### config.mk
export PLATFORM = sky130hd
export DESIGN_NAME = pmsm_mras_seq
export DESIGN_NICKNAME = d
export VERILOG_FILES = /design/src/pmsm_mras_pkg.sv /design/src/pmsm_mras_seq.sv
export SDC_FILE = /design/constraint.sdc
export NUM_CORES = 1
export LEC_CHECK = 0
export ABC_AREA = 1
export BUFFER_PORTS_ARGS = -buffer_cell sky130_fd_sc_hd__buf_2
export CAP_MARGIN = 10
export CORE_MARGIN = 2
export CORE_UTILIZATION = 42
export CTS_CLUSTER_SIZE = 40
export DETAILED_ROUTE_END_ITERATION = 12
export PLACE_DENSITY = 0.69
export SYNTH_ARGS = -nofsm -noshare
export SYNTH_HDL_FRONTEND = slang
export SYNTH_SLANG_ARGS = --single-unit
### constraint.sdc
create_clock -name clock -period 2.2 [get_ports clock]
set_clock_uncertainty 0.15 [all_clocks]
set_input_delay 0 -clock clock [delete_from_list [all_inputs] [get_ports clock]]
set_output_delay 0 -clock clock [all_outputs]
set_load 0.005 [all_outputs]
### src/pmsm_mras_pkg.sv
// Shared types, constants, saturation helpers and the microprogram ROM of the
// PMSM MRAS speed observer. No dependencies.
package pmsm_mras_pkg;

   localparam int DEF_FRAC_BITS = 16;

   localparam int DATA_W    = 32;
   localparam int INT_W     = 48;
   localparam int OPND_W    = DATA_W + 1;
   localparam int PROD_W    = 2 * OPND_W;
   localparam int ACC_W     = PROD_W;
   localparam int INT_SPLIT = 16;
   localparam int SHIFT_HALF = 16;
   localparam int SHIFT_WORD = 32;

   localparam logic signed [OPND_W-1:0] OPND_ONE   = OPND_W'(1);
   localparam logic signed [OPND_W-1:0] OPND_SPLIT = OPND_W'(2 ** INT_SPLIT);
   // round(2^32 / (2*pi)), turns per radian in Q0.32
   localparam logic signed [OPND_W-1:0] OPND_K2PI  = OPND_W'(683565276);

   localparam int CSR_INDEX_W = 3;
   localparam logic [CSR_INDEX_W-1:0] CSR_PROP_GAIN     = CSR_INDEX_W'(0);
   localparam logic [CSR_INDEX_W-1:0] CSR_INTEG_GAIN    = CSR_INDEX_W'(1);
   localparam logic [CSR_INDEX_W-1:0] CSR_SAMPLE_PERIOD = CSR_INDEX_W'(2);
   localparam logic [CSR_INDEX_W-1:0] CSR_RESIST_INDUCT = CSR_INDEX_W'(3);
   localparam logic [CSR_INDEX_W-1:0] CSR_INV_INDUCT    = CSR_INDEX_W'(4);
   localparam logic [CSR_INDEX_W-1:0] CSR_FLUX_INDUCT   = CSR_INDEX_W'(5);

   localparam int UCODE_LEN = 35;
   localparam int STEP_W    = $clog2(UCODE_LEN);
   localparam logic [STEP_W-1:0] STEP_IDLE = '0;

   typedef struct packed {
      logic [DATA_W-1:0] prop_gain;
      logic [DATA_W-1:0] integ_gain;
      logic [DATA_W-1:0] sample_period;
      logic [DATA_W-1:0] resist_over_induct;
      logic [DATA_W-1:0] inv_induct;
      logic [DATA_W-1:0] flux_over_induct;
   } cfg_type;

   typedef struct packed {
      logic signed [DATA_W-1:0] volt_d;
      logic signed [DATA_W-1:0] volt_q;
      logic signed [DATA_W-1:0] cur_d;
      logic signed [DATA_W-1:0] cur_q;
   } sample_type;

   typedef struct packed {
      logic signed [DATA_W-1:0] speed;
      logic [DATA_W-1:0]        angle;
      logic signed [DATA_W-1:0] cur_d;
      logic signed [DATA_W-1:0] cur_q;
   } est_type;

   typedef enum logic [4:0] {
      OPD_ZERO, OPD_ONE, OPD_SPLIT, OPD_K2PI,
      OPD_ROL, OPD_INVL, OPD_FOL, OPD_KP, OPD_KI, OPD_TS,
      OPD_VD, OPD_VQ, OPD_CD, OPD_CQ,
      OPD_ID, OPD_IQ, OPD_SPD, OPD_ERR, OPD_TURN, OPD_ANGLE,
      OPD_TD_LO, OPD_TD_HI, OPD_TQ_LO, OPD_TQ_HI, OPD_INT_LO, OPD_INT_HI
   } opnd_type;

   typedef enum logic [2:0] {
      ACC_NOP, ACC_SET, ACC_NEG, ACC_ADD, ACC_SUB, ACC_SHR
   } acc_op_type;

   typedef enum logic [1:0] {
      SH_0, SH_HALF, SH_WORD, SH_FRAC
   } shift_type;

   typedef enum logic [3:0] {
      DST_NONE, DST_TD, DST_TQ, DST_ID, DST_IQ, DST_ERR, DST_INT,
      DST_SPD, DST_TURN, DST_ANGLE
   } dest_type;

   typedef enum logic [1:0] {
      SEQ_NEXT, SEQ_WAIT_REQ, SEQ_WAIT_RSP
   } seq_type;

   // one control word: issue opa*opb, fold the previous product into the
   // accumulator, and store the accumulator as it stood at step start
   typedef struct packed {
      opnd_type          opa;
      opnd_type          opb;
      acc_op_type        acc_op;
      shift_type         shift;
      dest_type          dest;
      seq_type           seq;
      logic [STEP_W-1:0] target;
   } uword_type;

   typedef struct packed {
      logic req_valid;
      logic rsp_free;
   } seq_cond_type;

   typedef struct packed {
      logic idle;
      logic emit;
   } seq_flags_type;

   function automatic logic signed [DATA_W-1:0] sat32(input logic signed [ACC_W-1:0] x);
      logic signed [DATA_W-1:0] r;
      if ((&x[ACC_W-1:DATA_W-1]) || !(|x[ACC_W-1:DATA_W-1])) begin
         r = x[DATA_W-1:0];
      end else begin
         r = x[ACC_W-1] ? {1'b1, {(DATA_W-1){1'b0}}} : {1'b0, {(DATA_W-1){1'b1}}};
      end
      return r;
   endfunction

   function automatic logic signed [INT_W-1:0] sat48(input logic signed [ACC_W-1:0] x);
      logic signed [INT_W-1:0] r;
      if ((&x[ACC_W-1:INT_W-1]) || !(|x[ACC_W-1:INT_W-1])) begin
         r = x[INT_W-1:0];
      end else begin
         r = x[ACC_W-1] ? {1'b1, {(INT_W-1){1'b0}}} : {1'b0, {(INT_W-1){1'b1}}};
      end
      return r;
   endfunction

   function automatic uword_type uw(input opnd_type a, input opnd_type b,
                                    input acc_op_type op, input shift_type sh,
                                    input dest_type d);
      uword_type w;
      w.opa    = a;
      w.opb    = b;
      w.acc_op = op;
      w.shift  = sh;
      w.dest   = d;
      w.seq    = SEQ_NEXT;
      w.target = STEP_IDLE;
      return w;
   endfunction

   function automatic uword_type ucode(input logic [STEP_W-1:0] step);
      uword_type w;
      unique case (step)
         // wait for a beat
         0: begin
            w = uw(OPD_ZERO, OPD_ZERO, ACC_NOP, SH_0, DST_NONE);
            w.seq = SEQ_WAIT_REQ;
         end
         // d derivative: w*iq - rol*id + invl*vd
         1:  w = uw(OPD_SPD,   OPD_IQ,    ACC_NOP, SH_0,    DST_NONE);
         2:  w = uw(OPD_ROL,   OPD_ID,    ACC_SET, SH_FRAC, DST_NONE);
         3:  w = uw(OPD_INVL,  OPD_VD,    ACC_SUB, SH_FRAC, DST_NONE);
         4:  w = uw(OPD_INVL,  OPD_VQ,    ACC_ADD, SH_FRAC, DST_NONE);
         // q derivative: invl*vq - w*id - rol*iq
         5:  w = uw(OPD_SPD,   OPD_ID,    ACC_SET, SH_FRAC, DST_TD);
         6:  w = uw(OPD_ROL,   OPD_IQ,    ACC_SUB, SH_FRAC, DST_NONE);
         // Euler step, derivative split in two halves against Ts
         7:  w = uw(OPD_TD_LO, OPD_TS,    ACC_SUB, SH_FRAC, DST_NONE);
         8:  w = uw(OPD_TD_HI, OPD_TS,    ACC_SET, SH_WORD, DST_TQ);
         9:  w = uw(OPD_ID,    OPD_ONE,   ACC_ADD, SH_0,    DST_NONE);
         10: w = uw(OPD_TQ_LO, OPD_TS,    ACC_ADD, SH_0,    DST_NONE);
         11: w = uw(OPD_TQ_HI, OPD_TS,    ACC_SET, SH_WORD, DST_ID);
         12: w = uw(OPD_IQ,    OPD_ONE,   ACC_ADD, SH_0,    DST_NONE);
         13: w = uw(OPD_FOL,   OPD_CQ,    ACC_ADD, SH_0,    DST_NONE);
         // adaptation error
         14: w = uw(OPD_ID,    OPD_CQ,    ACC_NEG, SH_FRAC, DST_IQ);
         15: w = uw(OPD_CD,    OPD_IQ,    ACC_SUB, SH_FRAC, DST_NONE);
         16: w = uw(OPD_FOL,   OPD_IQ,    ACC_ADD, SH_FRAC, DST_NONE);
         17: w = uw(OPD_INT_HI, OPD_SPLIT, ACC_ADD, SH_FRAC, DST_NONE);
         // integral
         18: w = uw(OPD_INT_LO, OPD_ONE,  ACC_SET, SH_0,    DST_ERR);
         19: w = uw(OPD_ERR,   OPD_TS,    ACC_ADD, SH_0,    DST_NONE);
         20: w = uw(OPD_ZERO,  OPD_ZERO,  ACC_ADD, SH_HALF, DST_NONE);
         21: w = uw(OPD_ZERO,  OPD_ZERO,  ACC_NOP, SH_0,    DST_INT);
         // PI law, integral term split at bit 16
         22: w = uw(OPD_INT_LO, OPD_KI,   ACC_NOP, SH_0,    DST_NONE);
         23: w = uw(OPD_INT_HI, OPD_KI,   ACC_SET, SH_HALF, DST_NONE);
         24: w = uw(OPD_ZERO,  OPD_ZERO,  ACC_ADD, SH_0,    DST_NONE);
         25: w = uw(OPD_KP,    OPD_ERR,   ACC_SHR, SH_0,    DST_NONE);
         26: w = uw(OPD_ZERO,  OPD_ZERO,  ACC_ADD, SH_FRAC, DST_NONE);
         27: w = uw(OPD_ZERO,  OPD_ZERO,  ACC_NOP, SH_0,    DST_SPD);
         // angle integration
         28: w = uw(OPD_SPD,   OPD_K2PI,  ACC_NOP, SH_0,    DST_NONE);
         29: w = uw(OPD_ANGLE, OPD_ONE,   ACC_SET, SH_WORD, DST_NONE);
         30: w = uw(OPD_ZERO,  OPD_ZERO,  ACC_SET, SH_0,    DST_TURN);
         31: w = uw(OPD_TURN,  OPD_TS,    ACC_NOP, SH_0,    DST_NONE);
         32: w = uw(OPD_ZERO,  OPD_ZERO,  ACC_ADD, SH_FRAC, DST_NONE);
         33: w = uw(OPD_ZERO,  OPD_ZERO,  ACC_NOP, SH_0,    DST_ANGLE);
         // hand the result over, hold while the output register is full and stalled
         34: begin
            w = uw(OPD_ZERO, OPD_ZERO, ACC_NOP, SH_0, DST_NONE);
            w.seq    = SEQ_WAIT_RSP;
            w.target = STEP_IDLE;
         end
         default: begin
            w = uw(OPD_ZERO, OPD_ZERO, ACC_NOP, SH_0, DST_NONE);
            w.seq    = SEQ_WAIT_RSP;
            w.target = STEP_IDLE;
         end
      endcase
      return w;
   endfunction

endpackage

### src/pmsm_mras_seq.sv
// Microprogram sequencer: step counter, control ROM lookup and jumps.
// Depends on pmsm_mras_pkg.
module pmsm_mras_seq (
   input  logic                         clock,
   input  logic                         reset,
   input  pmsm_mras_pkg::seq_cond_type  cond,
   output pmsm_mras_pkg::uword_type     ctrl,
   output pmsm_mras_pkg::seq_flags_type flags
);
   import pmsm_mras_pkg::*;

   logic [STEP_W-1:0] step_ff, step_in;
   uword_type         word;

   assign word = ucode(step_ff);
   assign ctrl = word;

   assign flags.idle = (word.seq == SEQ_WAIT_REQ);
   assign flags.emit = (word.seq == SEQ_WAIT_RSP) && cond.rsp_free;

   always_comb begin
      unique case (word.seq)
         SEQ_NEXT:     step_in = STEP_W'(step_ff + 1'b1);
         SEQ_WAIT_REQ: step_in = cond.req_valid ? STEP_W'(step_ff + 1'b1) : step_ff;
         SEQ_WAIT_RSP: step_in = cond.rsp_free ? word.target : step_ff;
         default:      step_in = STEP_IDLE;
      endcase
   end

   always_ff @(posedge clock) begin
      if (reset) begin
         step_ff <= STEP_IDLE;
      end else begin
         step_ff <= step_in;
      end
   end

endmodule

==> run summary <==
status - completed
ANT cells - 0
Leakage - 1.24 nW
Tcrit/Tclk final - 95.4%
sequential-to-total area share from yosys stat - 29.0%
Layout fillers - 452
startpoint types - flop
complex-gate fraction of the synthesized area - 3.55%
share of cells above drive strength 1 - 27.2%
total power - 2.75 mW
Non-Filler Instances - 386
core area - 4320 sq um
GP Congestion - 0.917
IO Pins - 33
ANT nets after route - 0
drt first pass iters - 5
CTS max path bufs - 2
CTS tree - yes
mux contribution to synthesized area - 0%
CTS Buf Count - 3
Post-DP HPWL - 3.34 mm
setup violators final - 0
worst hold path type - in -> reg
Place WS - -0.0678 ns
FF-to-FF setup slack - 0.10 ns
Die Span Y - 70.7 um
Pwr Density - 1210 nW/um^2
setup slack after layout - 0.101 ns
H-tree depth - 1
Synth cell types - 28
Num Clock Sinks - 27
commonest non-fill, non-tap cells in the layout - nand2_1, nand3_1, inv_1
DR iter-0 viols - 203
commonest non-fill, non-tap cell in the layout - nand2_1
DR vias - 1953
final net count - 347
Ys Warns - 0
Cell Rows - 24
area grow syn2layout - 22.1%
Die X - 70.7 um
Period minus WS final - 2.10 ns
CP Capture Type - flop
Pins Over Slew Limit - 0
Clk Latency, worst-skew pair - 0.27 ns
max frequency - 476 MHz
cells after synthesis - 291
main combinational cell family by area after synthesis - simple AND/OR/NAND/NOR gates
Avg Synthesized Cell Area - 6.42 sq um
mean routed wirelength per cell - 11.3 um
Routed WL - 4.38 mm
placed cells - 377
mapped cell area - 1870 sq um
Worst-path clk slew - 0.09 ns
grt ovf - 0
Hold Fails Final Rpt - 0
GRT Overall Usage - 17.6%
max_cap viols - 0
largest net degree at the start of global routing - 27
Worst Path Required - 2.27 ns
XOR/XNOR share of the synthesized area - 0%
simple-gate share of the synthesized area - 48.7%
first-pass GRT wire length - 7.26 mm
Setup Crit Path Kind - reg -> reg
port bufs - 26
Synth Area in Adders - 5.36%
hold_buf cts - 0
arrival time worst endpoint - 2.17 ns
die area - 4990 sq um
hold slack - 0.131 ns
clk root buf - clkbuf_8
initial core utilization - 43.2%
total negative slack - 0 ns
Yosys reg bits - 27
DR vias/cell - 5.06
VDD IR max - 0.000465 V
vias in the first global route - 1633
CP Max Fanout - 6
initial antenna violation count - 0
residual DRC count - 0
[sequential cells by signal (all words and copies together) (netlist names)]
name / cells
ctrl: 21
step_ff: 6
[area by class of cell]
class                           instances  area, sq um  area share [%]
Tap cell                               52         65.1            2.86
Sequential cell                        27          548            24.1
Multi-Input combinational cell        219         1160            50.9
Inverter                               36          140            6.15
Clock inverter                          1         5.00           0.220
Clock buffer                            3         41.3            1.81
Timing Repair Buffer                   48          320            14.1
[routing by layer]
metal / vias up / global-route usage (%) / wire length, um
li1: 996 / - / -
met1: 847 / 26.0 / 2010
met2: 104 / 26.6 / 1940
met3: 6 / 2.14 / 358
met4: 0 / 6.29 / 68
met5: - / 0 / 0
[cells in the mapped netlist]
library cell,number,area share [%]
clkinv_1,1,0.20
nand2_2,5,1.7
conb_1,1,0.20
nor2_4,2,1.2
nand3_4,3,2.8
o22ai_1,1,0.34
buf_6,4,2.4
nand3_1,36,9.7
nand3_2,4,2.1
inv_1,31,6.2
nor2_1,24,4.8
nor3_1,2,0.54
a21oi_1,4,1.1
nand2_1,102,21
dfxtp_1,27,29
buf_2,3,0.80
o21ai_0,3,0.80
nor2_2,2,0.67
inv_2,3,0.60
nand2_4,1,0.60
buf_4,6,2.4
clkbuf_1,1,0.20
nand3b_1,3,1.2
nand4_1,7,2.3
o21ai_1,5,1.3
nor3_2,1,0.54
inv_4,1,0.34
ha_1,8,5.4
[worst max-delay path, stage by stage (launching register included)]
cell and delay [ns]:
dfxtp_4 0.37, ha_4 0.25, inv_2 0.03, nor2_2 0.08
nand3b_1 0.17, nand3_4 0.14, inv_4 0.11, ha_1 0.22
nand2_1 0.10, o21ai_0 0.24, nand3_1 0.10, nand2_1 0.08
[what timing repair did]
action                     CTS  global route
resized for setup            3            18
setup buffers                0             5
setup endpoints to repair    9            18
pin swaps                    0             7
[metrics by stage]
stage	instance area (sq um)	util, %
floorplan	1890	-
global placement	2110	48.8
detailed placement	2110	48.8
CTS	2180	50.3
global route	2280	52.7
finish	2280	52.7
[path summary, 6_finish.rpt]
kind / to / depth (start not counted) / start
setup / recovery: ctrl[8] / 11 / step_ff[1]
setup reg to reg: ctrl[8] / 11 / step_ff[1]
hold / removal: step_ff[0] / 5 / reset
hold reg to reg: step_ff[4] / 4 / step_ff[4]
[where the power goes]
part	internal [mW]	switching (mW)	total [mW]
clock network	0.127	0.153	0.280
registers	0.655	0.0629	0.718
logic	0.741	1.01	1.75
total	1.52	1.23	2.75
[kinds of logic after synthesis]
group	after synthesis
adder cells (fa/ha/maj)	8
flip-flops	27
AO/OA/AOI/OAI	13
other	1
buffers and inverters	50
AND/OR/NAND/NOR	192
(Power assumes the default switching activity.)
